--- config.mk ---
export PLATFORM = sky130hd
export DESIGN_NAME = qrs_isqrt
export DESIGN_NICKNAME = d
export VERILOG_FILES = /design/src/hdl/qrs_pkg.sv /design/src/hdl/qrs_isqrt.sv
export SDC_FILE = /design/constraint.sdc
export NUM_CORES = 1
export LEC_CHECK = 0
export ABC_CLOCK_PERIOD_IN_PS = 2600
export BUFFER_PORTS_ARGS = -buffer_cell sky130_fd_sc_hd__buf_2
export CORE_MARGIN = 2
export CORE_UTILIZATION = 40
export CTS_BUF_LIST = sky130_fd_sc_hd__clkbuf_2
export DETAILED_ROUTE_END_ITERATION = 10
export SLEW_MARGIN = 5
export SYNTH_ARGS = -nofsm -noshare
export SYNTH_HDL_FRONTEND = slang
export SYNTH_SLANG_ARGS = --single-unit
--- constraint.sdc ---
create_clock -name clk_i -period 2.6 [get_ports clk_i]
set_input_delay 0.39 -clock clk_i [delete_from_list [all_inputs] [get_ports clk_i]]
set_output_delay 0.39 -clock clk_i [all_outputs]
set_load 0.01 [all_outputs]
--- src/hdl/qrs_pkg.sv ---
`timescale 1ns / 1ps
// ----------------------------------------------------------------------------
// qrs_pkg
// Shared widths and result codes for the quadratic root solver.
// ----------------------------------------------------------------------------
package qrs_pkg;

  // root_kind codes
  localparam logic [1:0] KIND_NONE   = 2'd0;
  localparam logic [1:0] KIND_DOUBLE = 2'd1;
  localparam logic [1:0] KIND_DIST   = 2'd2;
  localparam logic [1:0] KIND_AZERO  = 2'd3;

  // discriminant b^2 - 4ac fits in 34 signed bits; its root in 17 bits
  localparam int RAD_W  = 34;
  localparam int ROOT_W = RAD_W / 2;
  // dividend |num| << 16 fits 33 bits, divisor |2a| fits 17 bits
  localparam int NUM_W  = 33;
  localparam int DEN_W  = 17;

endpackage

--- src/hdl/qrs_isqrt.sv ---
`timescale 1ns / 1ps
// ----------------------------------------------------------------------------
// qrs_isqrt
// Pipelined floor square root, one result bit per stage, with a side word
// and a valid bit carried alongside.
// ----------------------------------------------------------------------------
module qrs_isqrt #(
  parameter int SIDE_W = 34
) (
  input  logic                       clk_i,
  input  logic                       rst_ni,
  input  logic                       en_i,
  input  logic                       valid_i,
  input  logic [qrs_pkg::RAD_W-1:0]  rad_i,
  input  logic [SIDE_W-1:0]          side_i,
  output logic                       valid_o,
  output logic [qrs_pkg::ROOT_W-1:0] root_o,
  output logic [SIDE_W-1:0]          side_o
);

  localparam int N     = qrs_pkg::ROOT_W;
  localparam int REM_W = N + 1;

  // stage k inputs, and the register after stage k
  logic [N-1:0]                    vld_in;
  logic [qrs_pkg::RAD_W-1:0]       rad_in  [N];
  logic [REM_W-1:0]                rem_in  [N];
  logic [N-1:0]                    root_in [N];
  logic [SIDE_W-1:0]               side_in [N];
  logic [N-1:0]                    vld_q;
  logic [qrs_pkg::RAD_W-1:0]       rad_q  [N];
  logic [REM_W-1:0]                rem_q  [N];
  logic [N-1:0]                    root_q [N];
  logic [SIDE_W-1:0]               side_q [N];
  logic [qrs_pkg::RAD_W-1:0]       rad_d  [N];
  logic [REM_W-1:0]                rem_d  [N];
  logic [N-1:0]                    root_d [N];

  // stage 0 takes the incoming request, later stages the previous register
  always_comb begin
    rad_in[0]  = rad_i;
    rem_in[0]  = '0;
    root_in[0] = '0;
    side_in[0] = side_i;
    vld_in[0]  = valid_i;
    for (int k = 1; k < N; k++) begin
      rad_in[k]  = rad_q[k-1];
      rem_in[k]  = rem_q[k-1];
      root_in[k] = root_q[k-1];
      side_in[k] = side_q[k-1];
      vld_in[k]  = vld_q[k-1];
    end
  end

  // one digit pair per stage
  always_comb begin
    logic [REM_W+1:0] r4;
    logic [REM_W+1:0] trial;
    logic             ge;
    for (int k = 0; k < N; k++) begin
      r4    = {rem_in[k], rad_in[k][qrs_pkg::RAD_W-1 -: 2]};
      trial = {1'b0, root_in[k], 2'b01};
      ge    = (r4 >= trial);
      rem_d[k]  = ge ? REM_W'(r4 - trial) : REM_W'(r4);
      root_d[k] = {root_in[k][N-2:0], ge};
      rad_d[k]  = {rad_in[k][qrs_pkg::RAD_W-3:0], 2'b00};
    end
  end

  // valid bits
  always_ff @(posedge clk_i or negedge rst_ni) begin
    if (!rst_ni) begin
      vld_q <= '0;
    end else if (en_i) begin
      vld_q <= vld_in;
    end
  end

  // payload
  always_ff @(posedge clk_i) begin
    if (en_i) begin
      for (int k = 0; k < N; k++) begin
        rad_q[k]  <= rad_d[k];
        rem_q[k]  <= rem_d[k];
        root_q[k] <= root_d[k];
        side_q[k] <= side_in[k];
      end
    end
  end

  assign valid_o = vld_q[N-1];
  assign root_o  = root_q[N-1];
  assign side_o  = side_q[N-1];

endmodule

; Word-level counts from Yosys, hierarchy flattened
; Memory sizes are Yosys's and may differ from the RTL's.
; Cells that the tools add are included.
[op_classes]
n_lt_le_gt_ge = 17
mux = 19
addsub = 17
[ops]
columns = cell, n
row1 = >= comparator 20 x 19 -> 1 bit, 16
row2 = two-way mux 18 bit, 17
row3 = subtractor 18 bit, 16
row4 = "subtractor 2 x 1 -> 3 bit, second input constant", 1
row5 = ">= comparator 2 x 1 -> 1 bit, second input constant", 1
row6 = two-way mux 1 bit, 2
[word_totals]
output_inout_bits = 52
ram_bits = 1717
mem_count = 4
in_bits = 72
regBits = 17
[memory_table]
columns = memory, depth, word_bits, read_ports, rd_ports_with_merged_regs, write_ports, line_no
row1 = side_q, 17, 34, 17, 0, 17, qrs_isqrt.sv:34  ; logic [SIDE_W-1:0] side_q [N];
row2 = rad_q, 17, 32, 16, 0, 17, qrs_isqrt.sv:31  ; logic [qrs_pkg::RAD_W-1:0] rad_q [N];
row3 = rem_q, 17, 18, 16, 0, 17, qrs_isqrt.sv:32  ; logic [REM_W-1:0] rem_q [N];
row4 = root_q, 17, 17, 17, 0, 17, qrs_isqrt.sv:33  ; logic [N-1:0] root_q [N];

; Longest topological paths before layout
; Gate-level depths: netlist (run 1).
; An unclocked memory read counts as a cell.
[depth]
depth_word = 3
depth_mapped = 11
depth_no_buf = 10

; Worst setup path after synthesis (run 1)
; OpenSTA, ideal clock, no wires.
[synth_path]
path_type = reg-to-reg
start = memory rem_q[0][261] (netlist name)
end = memory rem_q[0][281] (netlist name), data pin
setup_time_ns = 0.260
stages_incl_launch_ff = 9
setup_slack_ns = -0.059
arrival_time_ns = 2.399
required_time_ns = 2.340
cell_sequence = edfxtp_1 > ha_1 > a21o_1 > a31o_2 > o211ai_1 > a41oi_1 > nand2_1 > buf_4 > mux2_2
[synth_lines]
columns = element, line_no
row1 = start: declaration, qrs_isqrt.sv:32

==> results of run 1 <==
power by group through the flow:
stage	Sequential [mW]	Clock (mW)	Combinational (mW)
after floorplan	26.1	0	3.57
after global placement	26.3	0	5.55
after detailed placement	26.4	0	5.62
after CTS	25.9	13.9	6.01
after global routing	26.1	14.9	7.16
final	25.9	12.9	6.45
worst max-delay path, stage by stage (launching register included):
cell and delay, ps:
edfxtp_1 460, ha_4 320, nand4_1 160, o311ai_2 360, a31o_2 150, o21ba_4 160, buf_4 140, buf_4 130
a311o_1 280, xnor2_1 130
path summary, 6_finish.rpt:
| path | slack, ps | cells after the start | end | from |
|---|---|---|---|---|
| max in group asynchronous | 1560 | 4 | vld_q[11] | rst_ni |
| setup / recovery | 20 | 9 | rem_q[0][213] | rem_q[0][189] |
| min in group asynchronous | 460 | 4 | vld_q[1] | rst_ni |
| hold reg to reg | 340 | 0 | rad_q[0][76] | rad_q[0][42] |
| hold / removal | 340 | 0 | rad_q[0][76] | rad_q[0][42] |
| setup reg to reg | 20 | 9 | rem_q[0][213] | rem_q[0][189] |
cells by family (layout without fill, tap and decap cells):
family	count (synthesis)	count (layout)	share of synthesized area
and+or+nand+nor	550	550	0.0562
AOI/OAI and AO/OA	470	470	0.0607
xor gates and xnor gates	193	193	0.0336
buffers and inverters	252	1401	0.0200
other	1	8	0.0000746
muxes	86	86	0.0194
DFF	1288	1288	0.768
adders and majority gates	171	171	0.0426
metrics by stage:
| step | total power [mW] | hold slack, ps | std cells | setup slack (ps) |
|---|---|---|---|---|
| floorplan | 29.6 | 94.4 | 3011 | 4.75 |
| global placement | 31.9 | 320 | 4990 | -160 |
| detailed placement | 32.0 | 324 | 4990 | -149 |
| CTS | 45.8 | 74.1 | 5783 | -359 |
| global route | 48.2 | 180 | 5817 | -343 |
| finish | 45.3 | 339 | 5817 | 16.4 |
registers in the layout, indices dropped and copies added, names as in the netlist:
name	cells
side_q	578
rad_q	272
rem_q	268
root_q	153
vld_q	17
layout by cell type (no fill, tap or decap), types with 22 or more instances in the layout:
cell type,Yosys,final
edfxtp_1,1271,1271
clkbuf_2,0,498
buf_4,5,242
dlygate4sd3_1,0,214
inv_1,214,205
ha_1,171,150
nor2_1,143,141
a21oi_1,139,129
buf_2,12,120
nand2_1,104,101
xnor2_1,98,97
xor2_1,95,95
o21ai_0,88,80
nor3_1,63,60
clkinv_1,0,52
mux2_2,68,50
a21o_1,43,43
o21a_1,39,39
nand3_1,38,37
or3_1,38,36
buf_12,1,29
nand4_1,26,26
mux2_4,6,24
nand2b_1,22,22
o211ai_1,22,22
routing by layer:
layer / up-vias / routed length, microns
met5: - / 0
met4: 0 / 2550
met3: 225 / 4180
met2: 548 / 42100
met1: 12907 / 34600
li1: 13547 / -
cell type report:
type	instances	area (sq um)
fillers	10944	64200
flip-flops and latches	1288	38600
multi-input cells	1471	11400
repair buffers	617	5350
clock buffers	498	2490
well taps	1650	2060
inverters	215	807
clock inverters	71	307
diodes	7	17.5
timing repair:
action,CTS,global route
hold endpoints to repair,1374,0
buffers inserted,7,27
pin swaps,5,38
gates resized for setup,27,120
cloned,2,2
hold buffers,215,0
setup endpoints to repair,116,175
==> flow_summary.json, run 1 <==
{
  "combPwrFrac": 0.142,
  "critPathKind": "register to register",
  "rsz0062_at_grt": "yes",
  "synth_edf_count": 1271,
  "startpoint_type": "register",
  "clk_latency_ps": 1640,
  "cap_violations": 0,
  "place_area_sq_mm": 0.0550,
  "grt_overflow": 0,
  "slew_violations": 0,
  "io_pins": 124,
  "busiest_layer": "met2",
  "antenna_found_initial": 2,
  "drcViolationCount": 0,
  "drive_gt1_frac": 0.268,
  "synth_commonest_cells": "edfxtp_1, inv_1, ha_1",
  "synthArstFlopShare": 0.0132,
  "worstMarginPinSlew_ps": 1110,
  "grt_use_met3": 0.0430,
  "grt.total_usage": 0.131,
  "hold_class": "register to register",
  "wl_per_cell_microns": 14.3,
  "cp.required_ps": 3940,
  "ys_types": 86,
  "portBuffers": 123,
  "clock_path_buffers": 4,
  "synth_ff_type": "edfxtp_1",
  "use_met2": 0.222,
  "pwr-share-seq": 0.572,
  "syn_area_sq_mm": 0.0503,
  "fp.dieH_microns": 359,
  "hold_viol": 0,
  "grt_max_degree": 81,
  "endpoint_kind": "register",
  "path_max_fanout": 5,
  "synth_nets": 3254,
  "path_clk_slew_ps": 90,
  "yosysWarnings": 0,
  "final-setup-viol-count": 0,
  "avgSynthCellArea_sq_um": 16.7,
  "p_clk_frac": 0.286,
  "drt_iter0_drc": 1360,
  "cts_tree": "done",
  "use_met1": 0.147,
  "seq_area_frac_synth": 0.768,
  "fin_area_sq_mm": 0.0610,
  "arrival_ps": 3920,
  "relSlewSlack": 0.263,
  "cts_buffers": 353,
  "grt_pass1_vias": 28133,
  "synth_most_common_cell": "edfxtp_1",
  "start_util": 0.401,
  "synth_top_cell_by_area": "edfxtp_1",
  "final_core_util": 0.487,
  "hpwlAfterDp_mm": 51.3,
  "outcome": "completed",
  "synthToLayoutAreaGrowth_pct": 21.4,
  "die_w_microns": 359,
  "core.rowCount": 130,
  "fin_crit_ps": 2580,
  "synth.area.top_cells": "edfxtp_1, ha_1, xnor2_1",
  "core-area_sq_mm": 0.125,
  "drt_wl_total_mm": 83.4,
  "leakagePower_nw": 23.7,
  "htreeDepth": 5,
  "dieArea_sq_mm": 0.129,
  "synth_seq_cells": 1288,
  "tns_ps": 0,
  "via_count": 27227,
  "p_int_mw": 33.5,
  "period_share": 0.994,
  "firstDrtPassIters": 5,
  "clock.fmax_mhz": 387,
  "viasPerCell": 4.68,
  "skew_ps": 118,
  "grt_pass1_wl_mm": 135,
  "postRouteAntennaNets": 0,
  "fin_nets": 4189,
  "swShare": 0.260,
  "p_per_area_mw_per_mm2": 742,
  "switchingPower_mw": 11.8,
  "routabilityCongestion": 0.833,
  "syn_inst": 3011,
  "synth_top_area_frac": 0.759,
  "ir_worst_vdd_v": 0.000515,
  "cts.sinks": 1288,
  "cts_root_buf": "clkbuf_2"
}
No activity file was read; power rests on OpenSTA's default activity.
==> run 2, diff against run 1 <==
- ABC_AREA: default -> 1
==> run 2 against run 1 <==
Die area increased by 6.8%. Fmax increased by 1.9%. Register-to-register slack improved by 200 ps. Synthesized area increased by 6.9%. Combinational power decreased by 5.7%. Sequential power about the same. Wire length increased by 23%. Flip-flop and latch count unchanged. Largest power group unchanged. Clock power increased by 5%.
==> flow_summary.json, run 2 <==
{
  "fillerInstances": 12377,
  "multi_input_comb_area_sq_mm": 0.0128,
  "reg_top3": "side_q x578, rad_q x272, rem_q x268",
  "synth_nets": 4533,
  "synth_seq_cells": 1288,
  "yosysWarnings": 0,
  "io_pins": 124,
  "drt_wl_total_mm": 103,
  "fin_crit_ps": 2530,
  "firstDrtPassIters": 6,
  "fp.dieH_microns": 371,
  "cts.sinks": 1288,
  "period_share": 0.975,
  "layout_commonest_cell": "edfxtp_1",
  "critPathKind": "register to output pin",
  "cts_buffers": 352,
  "grt_pass1_wl_mm": 164,
  "fin_nets": 5260,
  "syn_area_sq_mm": 0.0537,
  "final_core_util": 0.467,
  "synth_edf_count": 1271,
  "grt_max_degree": 116,
  "clk_latency_ps": 1610,
  "via_count": 32419,
  "endpoint_kind": "output pin",
  "cts_tree": "done",
  "synthArstFlopShare": 0.0132,
  "synth_ff_type": "edfxtp_1",
  "crit_slowest_cell": "dfrtp_1",
  "drcViolationCount": 0,
  "largest_reg_flops": 578,
  "wl_per_cell_microns": 14.6,
  "grt_pass1_vias": 32679,
  "drt_iter0_drc": 1859,
  "start_util": 0.403,
  "crit_family": "flip-flops",
  "routabilityCongestion": 0.895,
  "synth_top_area_frac": 0.710,
  "viasPerCell": 4.61,
  "core.rowCount": 134,
  "die_w_microns": 371,
  "skew_ps": 214,
  "leakagePower_nw": 25.8,
  "synth_top_cell_by_area": "edfxtp_1",
  "synthToLayoutAreaGrowth_pct": 15.9,
  "path_cells": "buf_2",
  "r2r_slack_ps": 220,
  "antenna_found_initial": 3,
  "clock_path_buffers": 4,
  "p_per_area_mw_per_mm2": 728,
  "slowest_delay_ps": 400,
  "syn_inst": 4290,
  "tns_ps": 0,
  "path_max_fanout": 2,
  "arrival_ps": 2140,
  "post_cts_buffers": 0,
  "final-setup-viol-count": 0,
  "startpoint_type": "register",
  "area.sequential_sq_mm": 0.0386,
  "ys_types": 52,
  "hold_viol": 0,
  "dieArea_sq_mm": 0.137,
  "worstMarginPinSlew_ps": 1030,
  "synth.area.top_cells": "edfxtp_1, nand2_1, ha_1",
  "cts_root_buf": "clkbuf_2",
  "crit_buf_inv": 1,
  "synth_most_common_cell": "edfxtp_1",
  "grt_overflow": 0,
  "hold_class": "register to register",
  "ir_worst_vdd_v": 0.000403,
  "clock.fmax_mhz": 395,
  "outcome": "completed",
  "grt.total_usage": 0.150,
  "hpwlAfterDp_mm": 68.6,
  "report.power.total_mw": 45.3,
  "top_register": "side_q",
  "seq_area_frac_synth": 0.718,
  "slew_violations": 0,
  "avgSynthCellArea_sq_um": 12.5,
  "htreeDepth": 5,
  "final_cell_mix": "edfxtp_1, nand2_1, inv_1",
  "cap_violations": 0,
  "portBuffers": 123,
  "postRouteAntennaNets": 0,
  "path_clk_slew_ps": 100,
  "core-area_sq_mm": 0.133,
  "cp.required_ps": 2210,
  "drive_gt1_frac": 0.164,
  "relSlewSlack": 0.316,
  "synth_commonest_cells": "edfxtp_1, nand2_1, inv_1",
  "rsz0062_at_grt": "yes"
}
[run 2: cell types whose count changed in the layout (fill, tap and decap cells not counted), sizes merged, moves of 39 or more]
cell / delta
buf: -209
nand2: +1000
inv: +356
a21o: -39
xnor2: -52
nor2: +152
a21oi: +52
mux2: -73
o21ai: +52
nand3: +173
[run 2: logic make-up (layout without fill, tap and decap cells)]
kind of cell               count (synthesis)  in the layout  synth area share
adders and majority gates                171            171            0.0398
buffers and inverters                    604           1561            0.0450
other                                      1             12         0.0000698
and+or+nand+nor                         1751           1751             0.140
xor gates and xnor gates                 113            113            0.0184
DFF                                     1288           1288             0.718
muxes                                      1              1          0.000209
AOI/OAI and AO/OA                        361            361            0.0386
[run 2: report_power, final]
part	internal, mW	switching, mW
Sequential	24.9	0.816
Clock	5.65	7.94
Combinational	2.23	3.85
Total	32.7	12.6
[run 2: cell type report]
type	instances	share of cell area
tap	1768	0.0355
timing repair buffer	403	0.0570
sequential	1288	0.620
clock buffer	494	0.0397
inverter	574	0.0347
clock inverter	90	0.00824
antenna	11	0.000442
multi-input combinational	2398	0.205
[run 2: per-layer routing]
metal  share of wire  routed length, microns  GRT usage  vias up
li1                -                       -          -    16358
met1            0.44                   45500      0.187    15081
met2            0.48                   48800      0.246      696
met3           0.043                    4400     0.0336      284
met4           0.038                    3880     0.0771        0
met5               0                       0          0        -
[run 2: what timing repair did]
item                                    4_1_cts  5_1_grt
endpoints found under the setup margin       52       72
hold buffers                                215        0
cloned                                        0        0
pin swaps                                     0        0
hold endpoints to repair                   1374        0
resized for setup                             0        4
[run 2: worst paths after layout]
path	from	to	cells after the start
hold / removal	side_q[0][249]	side_q[0][283]	0
setup / recovery	vld_q[16]	valid_o	1
hold reg to reg	side_q[0][249]	side_q[0][283]	0
setup reg to reg	root_q[0][69]	rem_q[0][91]	8
min in group asynchronous	rst_ni	vld_q[1]	4
max in group asynchronous	rst_ni	vld_q[0]	4
[run 2: through the flow]
step           setup slack, ps  instance area (sq um)  cells  hold WS [ps]
3_5_place_dp               159                  57100   6216           328
3_3_place_gp               207                  57100   6216           318
5_1_grt                   -332                  62300   7026           151
4_1_cts                   -314                  62200   7015          96.9
6_report                  65.3                  62300   7026           206
2_1_floorplan              676                  53700   4290          94.4
==> run 3, diff against run 2 <==
- PLACE_DENSITY: default -> 0.55
==> run 3 against run 2 <==
Cell area up 0.16%. Highest routed layer is now met5. Total power down 0.71%. Largest cell class unchanged. Via count down 0.47%.
==> flow_summary.json, run 3 (same netlist as run 2, synthesis figures left out) <==
{
  "layout_setup_ws_ps": 50.9,
  "clk_latency_ps": 1580,
  "multi_input_comb_area_sq_mm": 0.0127,
  "via_count": 32266,
  "portBuffers": 123,
  "fin_crit_ps": 2550,
  "outcome": "completed",
  "cp.required_ps": 2210,
  "hold_class": "register to register",
  "top_register": "side_q",
  "final_cell_mix": "edfxtp_1, nand2_1, inv_1",
  "fp.dieH_microns": 371,
  "place_area_sq_mm": 0.0573,
  "crit_family": "flip-flops",
  "wl_per_cell_microns": 14.7,
  "place_inst": 6220,
  "fin_nets": 5268,
  "relSlewSlack": 0.291,
  "grt_max_degree": 70,
  "leakagePower_nw": 25.9,
  "clock_path_buffers": 4,
  "path_clk_slew_ps": 110,
  "io_pins": 124,
  "htreeDepth": 5,
  "cts_root_buf": "clkbuf_2",
  "core.rowCount": 134,
  "grt_pass1_vias": 32410,
  "drt_wl_total_mm": 103,
  "rsz0062_at_grt": "yes",
  "period_share": 0.980,
  "hpwlAfterDp_mm": 69.4,
  "tns_ps": 0,
  "die_w_microns": 371,
  "slowest_delay_ps": 380,
  "hold_viol": 0,
  "layout_commonest_cell": "edfxtp_1",
  "p_per_area_mw_per_mm2": 722,
  "fillerInstances": 12418,
  "ir_worst_vdd_v": 0.000428,
  "arrival_ps": 2160,
  "drcViolationCount": 0,
  "path_max_fanout": 1,
  "cts_tree": "done",
  "worstMarginPinSlew_ps": 1060,
  "crit_slowest_cell": "edfxtp_1",
  "dp_slack_ps": 54.2,
  "final-setup-viol-count": 0,
  "path_cells": "buf_2",
  "final_core_util": 0.467,
  "firstDrtPassIters": 5,
  "grt.total_usage": 0.151,
  "start_util": 0.403,
  "area.sequential_sq_mm": 0.0386,
  "slew_violations": 0,
  "cts_buffers": 354,
  "endpoint_kind": "output pin",
  "drt_iter0_drc": 1658,
  "grt_pass1_wl_mm": 164,
  "synthToLayoutAreaGrowth_pct": 16.1,
  "largest_reg_flops": 578,
  "critPathKind": "register to output pin",
  "cap_violations": 0,
  "routabilityCongestion": 0.890,
  "clock.fmax_mhz": 392,
  "drive_gt1_frac": 0.166,
  "postRouteAntennaNets": 0,
  "antenna_found_initial": 3,
  "grt_overflow": 0,
  "reg_top3": "side_q x578, rad_q x272, rem_q x268",
  "core-area_sq_mm": 0.133,
  "fin_area_sq_mm": 0.0624,
  "instances_no_fill": 7024,
  "crit_buf_inv": 1,
  "viasPerCell": 4.59,
  "dieArea_sq_mm": 0.137,
  "startpoint_type": "register",
  "cts.sinks": 1288,
  "skew_ps": 118
}
[run 3: changes by cell type in the layout (fill, tap and decap cells not counted), moves of 2 or more]
cell | previous run | this run
buf_12 | 22 | 36
buf_4 | 44 | 35
bufinv_16 | 6 | 2
clkbuf_2 | 494 | 502
clkinv_1 | 68 | 58
diode_2 | 11 | 9
[run 3: repair_timing]
action	in CTS	in global routing
resized for setup	1	5
hold buffers	216	0
endpoints found under the setup margin	53	59
setup buffers	1	0
hold endpoints to repair	1374	0
[run 3: metrics by stage]
stage                     power (mW)  hold slack, ps
after floorplan                 29.9            94.4
after CTS                       46.0            63.0
final                           45.0             319
after global routing            48.0             210
after global placement          32.0             335
after detailed placement        32.1             344
[run 3: area by class of cell]
cell class	count	area share
timing repair buffer	409	0.0606
antenna	9	0.000361
inverter	574	0.0346
multi-input combinational	2398	0.204
clock buffer	502	0.0403
clock inverter	76	0.00568
sequential	1288	0.619
tap	1768	0.0355
[run 3: routing by layer]
layer  share of wire  up-vias  global-route usage
li1                -    16369                   -
met2            0.48      659               0.247
met5        0.000068        -                   0
met1            0.45    15030               0.189
met3           0.048      206              0.0422
met4           0.026        2              0.0626
[run 3: power by group]
group	total (mW)	internal (mW)	switching (mW)
logic	6.16	2.27	3.89
clock network	13.2	5.30	7.89
registers	25.7	24.9	0.818
[run 3: worst paths after layout]
path	depth (start not counted)	end	slack (ps)	startpoint
max in group asynchronous	4	vld_q[6]	1560	rst_ni
setup / recovery	1	side_o[2]	50	side_q[0][546]
hold / removal	0	side_q[0][78]	320	side_q[0][44]
hold reg to reg	0	side_q[0][78]	320	side_q[0][44]
min in group asynchronous	4	vld_q[3]	480	rst_ni
setup reg to reg	11	rem_q[0][58]	220	rad_q[0][94]
